--- src/hw/rtl/gdfw_pkg.sv ---
// ----------------------------------------------------------------------------
// gdfw_pkg
// Shared types and constants for the depth-first graph walker: channel
// items, command and status codes, controller states and the control and
// status bundles between controller and datapath.
// ----------------------------------------------------------------------------
`default_nettype none

package gdfw_pkg;

  localparam int VERTEX_W   = 5;
  localparam int VERTEX_SPAN = 32;
  localparam int VCOUNT_W   = 6;
  localparam int STATUS_W   = 2;

  localparam logic [VCOUNT_W-1:0] VCOUNT_RESET = 6'd32;

  localparam logic CMD_EDGE = 1'b0;
  localparam logic CMD_WALK = 1'b1;

  localparam logic [STATUS_W-1:0] STATUS_OK    = 2'd0;
  localparam logic [STATUS_W-1:0] STATUS_RANGE = 2'd1;
  localparam logic [STATUS_W-1:0] STATUS_FULL  = 2'd2;

  typedef struct packed {
    logic                command;
    logic [VERTEX_W-1:0] src;
    logic [VERTEX_W-1:0] dest;
  } in_item_t;

  typedef struct packed {
    logic [VERTEX_W-1:0] vertex;
    logic                last;
    logic [STATUS_W-1:0] status;
  } out_item_t;

  typedef enum logic [3:0] {
    ST_IDLE,
    ST_DECODE,
    ST_SRC_RD,
    ST_SRC_WR,
    ST_DST_RD,
    ST_DST_WR,
    ST_ACK,
    ST_WALK_INIT,
    ST_PUSH,
    ST_TOP,
    ST_CUR,
    ST_NODE,
    ST_FINISH
  } state_t;

  typedef enum logic [1:0] {
    HSEL_SRC,
    HSEL_DST,
    HSEL_NODE
  } head_sel_t;

  typedef struct packed {
    logic      load_item;
    logic      decode;
    logic      head_rd;
    head_sel_t head_sel;
    logic      link_src;
    logic      link_dst;
    logic      walk_init;
    logic      push;
    logic      pop;
    logic      stack_rd;
    logic      node_rd;
    logic      node_adv;
    logic      visit;
    logic      emit_ack;
    logic      emit_pend;
    logic      emit_last;
  } ctl_cmd_t;

  typedef struct packed {
    logic item_ok;
    logic item_walk;
    logic out_free;
    logic depth_zero;
    logic cursor_null;
    logic node_new;
  } dp_status_t;

endpackage

`default_nettype wire

--- src/hw/rtl/graph_depth_first_walk.sv ---
// ----------------------------------------------------------------------------
// graph_depth_first_walk
// Depth-first walk over an undirected graph kept as adjacency lists.
//
// Command channel (cmd_valid / cmd_stall / cmd_item): an edge command links
// both endpoints at the head of each other's neighbor list and returns one
// result item (vertex 0, last set, status ok, out of range or pool full). A
// walk command clears the visited map and returns the reachable vertices in
// depth-first preorder, newest neighbor first, last set on the final item;
// a start out of range returns one error item. Result channel (res_valid /
// res_stall / res_item) is fed from one output register; a stalled result
// holds the walk at its next emitted vertex. cfg_write loads vertex_count.
// One item is in flight at a time. Edge loads and walks are paced by the
// sequential accesses to the registered-read list, pool and cursor stack
// memories, per list node scanned and per vertex visited.
// Reset empties all lists (head valid bits), the pool count, the visited map
// and stack, and sets vertex_count to 32; no clearing pass is needed.
// ----------------------------------------------------------------------------
`default_nettype none

module graph_depth_first_walk #(
  parameter int MAX_VERTICES = 32,
  parameter int MAX_EDGES    = 64
) (
  input  wire logic                          clk,
  input  wire logic                          rst,
  // command items
  input  wire logic                          cmd_valid,
  output logic                               cmd_stall,
  input  wire gdfw_pkg::in_item_t            cmd_item,
  // result items
  output logic                               res_valid,
  input  wire logic                          res_stall,
  output gdfw_pkg::out_item_t                res_item,
  // vertex_count register
  input  wire logic                          cfg_write,
  input  wire logic [gdfw_pkg::VCOUNT_W-1:0] cfg_data
);

  gdfw_pkg::ctl_cmd_t   ctl;
  gdfw_pkg::dp_status_t sts;

  // Sequencer: accepts one item in idle, then steps through the link or
  // walk sequence, waiting on the result register where it must emit.
  gdfw_ctrl u_ctrl (
    .clk       (clk),
    .rst       (rst),
    .cmd_valid (cmd_valid),
    .cmd_stall (cmd_stall),
    .sts       (sts),
    .ctl       (ctl)
  );

  // Datapath: memories, visited map, stack pointer, checks and result
  // register. The preorder vertex is held pending one step so the final
  // one can carry the last flag.
  gdfw_dpath #(
    .MAX_VERTICES (MAX_VERTICES),
    .MAX_EDGES    (MAX_EDGES)
  ) u_dpath (
    .clk       (clk),
    .rst       (rst),
    .ctl       (ctl),
    .sts       (sts),
    .cmd_item  (cmd_item),
    .cfg_write (cfg_write),
    .cfg_data  (cfg_data),
    .res_valid (res_valid),
    .res_stall (res_stall),
    .res_item  (res_item)
  );

endmodule

`default_nettype wire

--- src/hw/rtl/gdfw_ram.sv ---
// ----------------------------------------------------------------------------
// gdfw_ram
// Generic single-write, single-read RAM with registered read data.
// ----------------------------------------------------------------------------
`default_nettype none

module gdfw_ram #(
  parameter int WIDTH = 8,
  parameter int DEPTH = 32
) (
  input  wire logic                     clk,
  input  wire logic                     we,
  input  wire logic [$clog2(DEPTH)-1:0] waddr,
  input  wire logic [WIDTH-1:0]         wdata,
  input  wire logic                     re,
  input  wire logic [$clog2(DEPTH)-1:0] raddr,
  output logic      [WIDTH-1:0]         rdata
);

  logic [WIDTH-1:0] mem [DEPTH];

  always_ff @(posedge clk) begin
    if (we) begin
      mem[waddr] <= wdata;
    end
    if (re) begin
      rdata <= mem[raddr];
    end
  end

endmodule

`default_nettype wire

--- src/hw/rtl/gdfw_ctrl.sv ---
// ----------------------------------------------------------------------------
// gdfw_ctrl
// Sequencer for edge loads and depth-first walks; drives datapath commands
// from datapath status.
// ----------------------------------------------------------------------------
`default_nettype none

module gdfw_ctrl (
  input  wire logic                  clk,
  input  wire logic                  rst,
  input  wire logic                  cmd_valid,
  output logic                       cmd_stall,
  input  wire gdfw_pkg::dp_status_t  sts,
  output gdfw_pkg::ctl_cmd_t         ctl
);

  gdfw_pkg::state_t state;
  gdfw_pkg::state_t state_next;

  always_ff @(posedge clk) begin
    if (rst) begin
      state <= gdfw_pkg::ST_IDLE;
    end else begin
      state <= state_next;
    end
  end

  assign cmd_stall = (state != gdfw_pkg::ST_IDLE);

  always_comb begin
    state_next   = state;
    ctl          = '0;
    ctl.head_sel = gdfw_pkg::HSEL_SRC;
    unique case (state)
      gdfw_pkg::ST_IDLE: begin
        if (cmd_valid) begin
          ctl.load_item = 1'b1;
          state_next    = gdfw_pkg::ST_DECODE;
        end
      end
      gdfw_pkg::ST_DECODE: begin
        ctl.decode = 1'b1;
        if (!sts.item_ok) begin
          state_next = gdfw_pkg::ST_ACK;
        end else if (sts.item_walk) begin
          state_next = gdfw_pkg::ST_WALK_INIT;
        end else begin
          state_next = gdfw_pkg::ST_SRC_RD;
        end
      end
      gdfw_pkg::ST_SRC_RD: begin
        ctl.head_rd  = 1'b1;
        ctl.head_sel = gdfw_pkg::HSEL_SRC;
        state_next   = gdfw_pkg::ST_SRC_WR;
      end
      gdfw_pkg::ST_SRC_WR: begin
        ctl.link_src = 1'b1;
        state_next   = gdfw_pkg::ST_DST_RD;
      end
      gdfw_pkg::ST_DST_RD: begin
        ctl.head_rd  = 1'b1;
        ctl.head_sel = gdfw_pkg::HSEL_DST;
        state_next   = gdfw_pkg::ST_DST_WR;
      end
      gdfw_pkg::ST_DST_WR: begin
        ctl.link_dst = 1'b1;
        state_next   = gdfw_pkg::ST_ACK;
      end
      gdfw_pkg::ST_ACK: begin
        if (sts.out_free) begin
          ctl.emit_ack = 1'b1;
          state_next   = gdfw_pkg::ST_IDLE;
        end
      end
      gdfw_pkg::ST_WALK_INIT: begin
        ctl.walk_init = 1'b1;
        ctl.head_rd   = 1'b1;
        ctl.head_sel  = gdfw_pkg::HSEL_SRC;
        state_next    = gdfw_pkg::ST_PUSH;
      end
      gdfw_pkg::ST_PUSH: begin
        ctl.push   = 1'b1;
        state_next = gdfw_pkg::ST_TOP;
      end
      gdfw_pkg::ST_TOP: begin
        if (sts.depth_zero) begin
          state_next = gdfw_pkg::ST_FINISH;
        end else begin
          ctl.stack_rd = 1'b1;
          state_next   = gdfw_pkg::ST_CUR;
        end
      end
      gdfw_pkg::ST_CUR: begin
        if (sts.cursor_null) begin
          ctl.pop    = 1'b1;
          state_next = gdfw_pkg::ST_TOP;
        end else begin
          ctl.node_rd = 1'b1;
          state_next  = gdfw_pkg::ST_NODE;
        end
      end
      gdfw_pkg::ST_NODE: begin
        // advance the cursor; descend into an unvisited neighbor
        ctl.node_adv = 1'b1;
        if (!sts.node_new) begin
          state_next = gdfw_pkg::ST_TOP;
        end else if (sts.out_free) begin
          ctl.visit     = 1'b1;
          ctl.emit_pend = 1'b1;
          ctl.head_rd   = 1'b1;
          ctl.head_sel  = gdfw_pkg::HSEL_NODE;
          state_next    = gdfw_pkg::ST_PUSH;
        end
      end
      gdfw_pkg::ST_FINISH: begin
        if (sts.out_free) begin
          ctl.emit_pend = 1'b1;
          ctl.emit_last = 1'b1;
          state_next    = gdfw_pkg::ST_IDLE;
        end
      end
      default: begin
        state_next = gdfw_pkg::ST_IDLE;
      end
    endcase
  end

endmodule

`default_nettype wire

--- src/hw/rtl/gdfw_dpath.sv ---
// ----------------------------------------------------------------------------
// gdfw_dpath
// Datapath: list heads, edge pool and cursor stack memories, visited map,
// range and pool checks, pending vertex and result register.
// ----------------------------------------------------------------------------
`default_nettype none

module gdfw_dpath #(
  parameter int MAX_VERTICES = 32,
  parameter int MAX_EDGES    = 64
) (
  input  wire logic                                clk,
  input  wire logic                                rst,
  input  wire gdfw_pkg::ctl_cmd_t                  ctl,
  output gdfw_pkg::dp_status_t                     sts,
  input  wire gdfw_pkg::in_item_t                  cmd_item,
  input  wire logic                                cfg_write,
  input  wire logic [gdfw_pkg::VCOUNT_W-1:0]       cfg_data,
  output logic                                     res_valid,
  input  wire logic                                res_stall,
  output gdfw_pkg::out_item_t                      res_item
);

  localparam int VTX_SLOTS  = (MAX_VERTICES < gdfw_pkg::VERTEX_SPAN) ?
                              MAX_VERTICES : gdfw_pkg::VERTEX_SPAN;
  localparam int VIDX_W     = $clog2(VTX_SLOTS);
  localparam int DEPTH_W    = $clog2(VTX_SLOTS + 1);
  localparam int POOL_NODES = 2 * MAX_EDGES;
  localparam int NIDX_W     = $clog2(POOL_NODES);
  localparam int LINK_W     = $clog2(POOL_NODES + 1);
  localparam int NODE_W     = gdfw_pkg::VERTEX_W + LINK_W;
  localparam int FULL_AT    = POOL_NODES - 2;
  localparam int VW         = gdfw_pkg::VERTEX_W;
  localparam int CW         = gdfw_pkg::VCOUNT_W;

  localparam logic [CW-1:0]      SLOT_LIM  = VTX_SLOTS[CW-1:0];
  localparam logic [DEPTH_W-1:0] DEPTH_LIM = VTX_SLOTS[DEPTH_W-1:0];
  localparam logic [LINK_W-1:0]  FULL_MARK = FULL_AT[LINK_W-1:0];

  gdfw_pkg::in_item_t            item;
  logic [CW-1:0]                 vertex_count;
  logic [LINK_W-1:0]             pool_used;
  logic [VTX_SLOTS-1:0]          head_vld;
  logic                          head_vld_q;
  logic [VTX_SLOTS-1:0]          visited;
  logic [DEPTH_W-1:0]            depth;
  logic [VW-1:0]                 pend_vertex;
  logic [gdfw_pkg::STATUS_W-1:0] ack_status;

  logic                          src_ok;
  logic                          dst_ok;
  logic                          pool_full;
  logic [VIDX_W-1:0]             head_raddr;
  logic [VIDX_W-1:0]             head_waddr;
  logic                          head_we;
  logic [LINK_W-1:0]             head_rdata;
  logic [LINK_W-1:0]             head_eff;
  logic [LINK_W-1:0]             new_link;
  logic [NODE_W-1:0]             pool_wdata;
  logic [NODE_W-1:0]             pool_rdata;
  logic [VW-1:0]                 node_w;
  logic [LINK_W-1:0]             node_next;
  logic [LINK_W-1:0]             cursor_idx;
  logic [LINK_W-1:0]             stack_rdata;
  logic [DEPTH_W-1:0]            depth_top;
  logic                          stack_we;
  logic [VIDX_W-1:0]             stack_waddr;
  logic [LINK_W-1:0]             stack_wdata;
  logic                          out_free;

  // ---- checks ----
  assign src_ok    = ({1'b0, item.src} < vertex_count) && ({1'b0, item.src} < SLOT_LIM);
  assign dst_ok    = ({1'b0, item.dest} < vertex_count) && ({1'b0, item.dest} < SLOT_LIM);
  assign pool_full = (pool_used > FULL_MARK);

  assign node_w    = pool_rdata[LINK_W +: VW];
  assign node_next = pool_rdata[LINK_W-1:0];
  assign depth_top = depth - DEPTH_W'(1);
  assign out_free  = !res_valid || !res_stall;

  assign sts.item_ok     = (item.command == gdfw_pkg::CMD_WALK) ? src_ok : (src_ok && dst_ok &&
                           !pool_full);
  assign sts.item_walk   = (item.command == gdfw_pkg::CMD_WALK);
  assign sts.out_free    = out_free;
  assign sts.depth_zero  = (depth == '0);
  assign sts.cursor_null = (stack_rdata == '0);
  assign sts.node_new    = ({1'b0, node_w} < SLOT_LIM) && !visited[node_w[VIDX_W-1:0]] &&
                           (depth < DEPTH_LIM);

  // ---- item and configuration ----
  always_ff @(posedge clk) begin
    if (ctl.load_item) begin
      item <= cmd_item;
    end
    if (ctl.decode) begin
      if (!src_ok || (item.command == gdfw_pkg::CMD_EDGE && !dst_ok)) begin
        ack_status <= gdfw_pkg::STATUS_RANGE;
      end else if (item.command == gdfw_pkg::CMD_EDGE && pool_full) begin
        ack_status <= gdfw_pkg::STATUS_FULL;
      end else begin
        ack_status <= gdfw_pkg::STATUS_OK;
      end
    end
  end

  always_ff @(posedge clk) begin
    if (rst) begin
      vertex_count <= gdfw_pkg::VCOUNT_RESET;
    end else if (cfg_write) begin
      vertex_count <= cfg_data;
    end
  end

  // ---- list heads ----
  always_comb begin
    unique case (ctl.head_sel)
      gdfw_pkg::HSEL_SRC:  head_raddr = item.src[VIDX_W-1:0];
      gdfw_pkg::HSEL_DST:  head_raddr = item.dest[VIDX_W-1:0];
      gdfw_pkg::HSEL_NODE: head_raddr = node_w[VIDX_W-1:0];
      default:             head_raddr = item.src[VIDX_W-1:0];
    endcase
  end

  assign head_we    = ctl.link_src || ctl.link_dst;
  assign head_waddr = ctl.link_src ? item.src[VIDX_W-1:0] : item.dest[VIDX_W-1:0];
  assign new_link   = pool_used + LINK_W'(1);
  assign head_eff   = head_vld_q ? head_rdata : '0;

  always_ff @(posedge clk) begin
    if (rst) begin
      head_vld <= '0;
    end else if (head_we) begin
      head_vld[head_waddr] <= 1'b1;
    end
  end

  always_ff @(posedge clk) begin
    if (ctl.head_rd) begin
      head_vld_q <= head_vld[head_raddr];
    end
  end

  gdfw_ram #(
    .WIDTH (LINK_W),
    .DEPTH (VTX_SLOTS)
  ) u_heads (
    .clk   (clk),
    .we    (head_we),
    .waddr (head_waddr),
    .wdata (new_link),
    .re    (ctl.head_rd),
    .raddr (head_raddr),
    .rdata (head_rdata)
  );

  // ---- edge pool ----
  assign pool_wdata = {(ctl.link_src ? item.dest : item.src), head_eff};
  assign cursor_idx = stack_rdata - LINK_W'(1);

  always_ff @(posedge clk) begin
    if (rst) begin
      pool_used <= '0;
    end else if (head_we) begin
      pool_used <= new_link;
    end
  end

  gdfw_ram #(
    .WIDTH (NODE_W),
    .DEPTH (POOL_NODES)
  ) u_pool (
    .clk   (clk),
    .we    (head_we),
    .waddr (pool_used[NIDX_W-1:0]),
    .wdata (pool_wdata),
    .re    (ctl.node_rd),
    .raddr (cursor_idx[NIDX_W-1:0]),
    .rdata (pool_rdata)
  );

  // ---- cursor stack ----
  assign stack_we    = ctl.push || ctl.node_adv;
  assign stack_waddr = ctl.push ? depth[VIDX_W-1:0] : depth_top[VIDX_W-1:0];
  assign stack_wdata = ctl.push ? head_eff : node_next;

  always_ff @(posedge clk) begin
    if (rst) begin
      depth <= '0;
    end else if (ctl.walk_init) begin
      depth <= '0;
    end else if (ctl.push) begin
      depth <= depth + DEPTH_W'(1);
    end else if (ctl.pop) begin
      depth <= depth_top;
    end
  end

  gdfw_ram #(
    .WIDTH (LINK_W),
    .DEPTH (VTX_SLOTS)
  ) u_stack (
    .clk   (clk),
    .we    (stack_we),
    .waddr (stack_waddr),
    .wdata (stack_wdata),
    .re    (ctl.stack_rd),
    .raddr (depth_top[VIDX_W-1:0]),
    .rdata (stack_rdata)
  );

  // ---- visited map and pending vertex ----
  always_ff @(posedge clk) begin
    if (rst) begin
      visited <= '0;
    end else if (ctl.walk_init) begin
      // clear the map and mark the start vertex only
      visited <= VTX_SLOTS'(1) << item.src[VIDX_W-1:0];
    end else if (ctl.visit) begin
      visited[node_w[VIDX_W-1:0]] <= 1'b1;
    end
  end

  always_ff @(posedge clk) begin
    if (ctl.walk_init) begin
      pend_vertex <= item.src;
    end else if (ctl.visit) begin
      pend_vertex <= node_w;
    end
  end

  // ---- result register ----
  always_ff @(posedge clk) begin
    if (rst) begin
      res_valid <= 1'b0;
    end else if (ctl.emit_ack || ctl.emit_pend) begin
      res_valid <= 1'b1;
    end else if (!res_stall) begin
      res_valid <= 1'b0;
    end
  end

  always_ff @(posedge clk) begin
    if (ctl.emit_ack) begin
      res_item.vertex <= '0;
      res_item.last   <= 1'b1;
      res_item.status <= ack_status;
    end else if (ctl.emit_pend) begin
      res_item.vertex <= pend_vertex;
      res_item.last   <= ctl.emit_last;
      res_item.status <= gdfw_pkg::STATUS_OK;
    end
  end

endmodule

`default_nettype wire
--- config.mk ---
export PLATFORM = sky130hd
export DESIGN_NAME = graph_depth_first_walk
export DESIGN_NICKNAME = d
export VERILOG_FILES = /design/src/hw/rtl/gdfw_pkg.sv /design/src/hw/rtl/graph_depth_first_walk.sv /design/src/hw/rtl/gdfw_ram.sv /design/src/hw/rtl/gdfw_ctrl.sv /design/src/hw/rtl/gdfw_dpath.sv
export SDC_FILE = /design/constraint.sdc
export NUM_CORES = 2
export LEC_CHECK = 0
export ABC_AREA = 0
export BUFFER_PORTS_ARGS = -buffer_cell sky130_fd_sc_hd__buf_2
export CAP_MARGIN = 25
export CORE_ASPECT_RATIO = 1.25
export CORE_MARGIN = 10
export CORE_UTILIZATION = 45
export CTS_CLUSTER_SIZE = 14
export DETAILED_ROUTE_END_ITERATION = 6
export PLACE_DENSITY = 0.6
export SLEW_MARGIN = 20
export SYNTH_ARGS = -nofsm -noshare
export SYNTH_HDL_FRONTEND = slang
export SYNTH_SLANG_ARGS = --single-unit
--- constraint.sdc ---
create_clock -name clk -period 11 [get_ports clk]
set_clock_uncertainty 0.1 [all_clocks]
set_input_delay 0.55 -clock clk [delete_from_list [all_inputs] [get_ports clk]]
set_output_delay 0.55 -clock clk [all_outputs]
set_load 0.01 [all_outputs]
==> results.py <==
metrics = {
    "synth": {
        "synth_top_flop_cell": "edfxtp_1",
        "synth_top_area_cell": "edfxtp_1",
        "synth-seq-cells": 2321,
        "synth_area_um2": 91300,
        "synth_edf_count": 2226,
        "synth_common_cells": "2226 x edfxtp_1, 700 x nand2_1, 504 x mux4_2",
        "avgSynthCellArea_um2": 18.0,
        "synth-seq-area-share_pct": 75.3,
        "synth_most_common_cell": "edfxtp_1",
        "synth_area_leaders": "edfxtp_1 73%, mux4_2 12%, nand2_1 2.9%, dfxtp_1 2.1%, nor2_1 1.4%",
        "synthesis.nets": 5123,
        "netlist_instances": 5083,
        "yosysWarnings": 0,
        "ys_types": 59,
        "synth_top_area_share_pct": 73.2,
        "async_flop_share_pct": 0,
    },
    "clock_network": {
        "path_clk_slew_ns": 0.07,
        "cts_buffer_depth": 3,
        "numCtsBuffers": 219,
        "cts_root_buffer": "clkbuf_16",
        "clock_latency_ns": 0.86,
        "cts_tree": "yes",
        "htreeDepth": 4,
        "clkSinkCount": 2321,
    },
    "route": {
        "drc": 0,
        "drtAntennaViolNets": 0,
        "vias_per_cell": 5.87,
        "drt_pass1_iterations": 7,
        "routed_wl_mm": 226,
        "wl_per_cell_um": 27.7,
        "vias": 47900,
        "drtIter0Drc": 5204,
    },
    "cells_and_area": {
        "post-route-util_pct": 51.1,
        "ff_latch_area_um2": 68700,
        "syn2layout_area_growth_pct": 12.7,
        "nFillCells": 16200,
        "final_cells": 8157,
        "fin_nets": 5325,
        "drive_gt1_share_pct": 21.1,
        "multiInputGateArea_um2": 21600,
    },
    "floorplanning": {
        "core_um2": 201000,
        "num_rows": 184,
        "die-width_um": 423,
        "die_h_um": 524,
        "io_pins": 32,
        "initial_core_util_pct": 45.3,
        "die-area_um2": 221000,
    },
    "outcome": {
        "status": "complete, no violations",
    },
    "timing": {
        "slew_headroom_pct": 28.0,
        "fin_tns_setup_ns": 0,
        "fin_crit_ns": 5.67,
        "slew_violations": 0,
        "tightest_slew_ns": 1.08,
        "rsz0062_at_grt": "false",
        "timing.fmax_mhz": 176,
        "setup_viol": 0,
        "hold_viol_final": 0,
        "final.period_utilization_pct": 51.5,
    },
    "power": {
        "vdd_drop_max_v": 0.000146,
        "powerDensity_nw_per_um2": 197,
        "p_leak_uw": 0.0327,
    },
    "global_routing": {
        "grt_pass1_vias": 47900,
        "grt_max_degree": 127,
        "grtUsageTotal_pct": 20.1,
        "gr-total-overflow": 0,
        "antenna_found_initial": 2,
        "grt_pass1_wl_mm": 333,
    },
    "setup_path": {
        "endpoint_kind": "flop",
        "crit_required_ns": 11.47,
        "crit_arrival_ns": 6.14,
        "start_kind": "flop",
        "worst-setup-path-type": "reg2reg",
        "path_max_fanout": 79,
    },
    "flow_run": {
        "maxCapViolCount": 0,
    },
    "min_path": {
        "hp-class": "in2reg",
    },
    "placement": {
        "hpwl_mm": 132,
        "dp_cells": 7734,
        "port_buffers": 31,
        "place_congestion": 0.832,
    },
}
==> kinds of logic (layout without fill, tap and decap cells) <==
family                   after synthesis  in the layout  share of synthesized area, %
multiplexers                         578            578                          13.3
flip-flops                          2321           2321                          75.3
buffers and inverters                313            688                          1.40
AND/OR/NAND/NOR                     1533           1533                          7.42
adder cells (fa/ha/maj)               18             18                         0.247
other                                  0              2                             0
AO/OA/AOI/OAI                        295            295                          2.15
XOR/XNOR                              25             25                         0.240
==> layer usage <==
| metal | vias up | part of all wire [%] | GRT usage, % | wire, um |
|---|---|---|---|---|
| li1 | 20600 | - | - | - |
| met1 | 25200 | 40 | 26.9 | 91200 |
| met2 | 1735 | 51 | 34.3 | 115000 |
| met3 | 337 | 6.1 | 2.88 | 13700 |
| met4 | 0 | 2.7 | 5.98 | 6150 |
| met5 | - | 0 | 0 | 0 |
==> state kept, by name (all words and copies together), names as in the netlist, 8 cells and up <==
register / cells
u_dpath.u_heads.rdata: 8
u_dpath.u_pool.mem: 1664
u_dpath.u_stack.rdata: 8
u_dpath.item: 10
u_dpath.pool_used: 8
u_dpath.u_pool.rdata: 13
u_dpath.res_item: 8
u_dpath.head_vld: 32
u_dpath.visited: 32
u_dpath.u_heads.mem: 256
u_dpath.u_stack.mem: 256
==> layout make-up <==
type | instances | area share, %
Antenna cell | 2 | 0.00486
Clock buffer | 280 | 5.68
Clock inverter | 114 | 1.09
Inverter | 23 | 0.0851
Multi-Input combinational cell | 2449 | 21.0
Sequential cell | 2321 | 66.8
Tap cell | 2697 | 3.28
Timing Repair Buffer | 271 | 2.11
==> worst paths after layout <==
check                     startpoint                        to  slack [ns]  cells after the start
min reg2reg   u_dpath.pend_vertex[4]       u_dpath.res_item[7]        0.36                      1
max reg2reg  u_dpath.u_pool.rdata[8]  u_dpath.u_heads.rdata[3]        5.33                     14
min                              rst   u_dpath.vertex_count[2]        0.04                      2
max          u_dpath.u_pool.rdata[8]  u_dpath.u_heads.rdata[3]        5.33                     14
==> repair_timing <==
item,CTS,global route
gates resized for setup,0,0
hold buffers,25,0
endpoints found under the hold margin,19,0
buffers inserted,0,0
==> cell usage in the layout (no fill, tap or decap), drive strengths merged, types with 84 or more instances in the layout <==
cell    Yosys  routed
nand4     108     108
dfxtp      95      95
edfxtp   2226    2226
mux4      504     504
a21oi      84      84
buf        87     246
nor2      349     349
clkinv      2      87
nand3     234     234
nand2     700     700
clkbuf    203     280
==> worst max-delay path: stages, from the launching register on <==
cell and delay, ns:
edfxtp_1 0.88, mux4_2 0.60, a22oi_1 0.25, o211ai_1 0.20
nor4_4 0.26, nand2_1 0.18, ha_1 0.64, nand2_1 0.22
o21ai_4 0.09, buf_4 0.57, buf_4 0.75, mux2i_1 0.28
a32oi_1 0.08, nand3_1 0.11, nand4_1 0.09
==> per-stage QoR <==
| stage | hold WS, ns | total power (uW) | setup WS (ns) | instance area [um^2] |
|---|---|---|---|---|
| 6_report | 0.0374 | 20300 | 5.33 | 103000 |
| 5_1_grt | 0.0312 | 20900 | 4.94 | 103000 |
| 4_1_cts | 0.232 | 20400 | 5.33 | 103000 |
| 3_5_place_dp | 0.350 | 13000 | 5.32 | 95700 |
| 3_3_place_gp | 0.341 | 13000 | 5.53 | 95600 |
| 2_1_floorplan | 0.336 | 12100 | 3.52 | 91300 |
==> report_power, final <==
part | internal [uW] | switching, uW
sequential | 10600 | 90.0
clock | 4160 | 3240
combinational | 381 | 1760
Power figures use the tool's default switching activity.
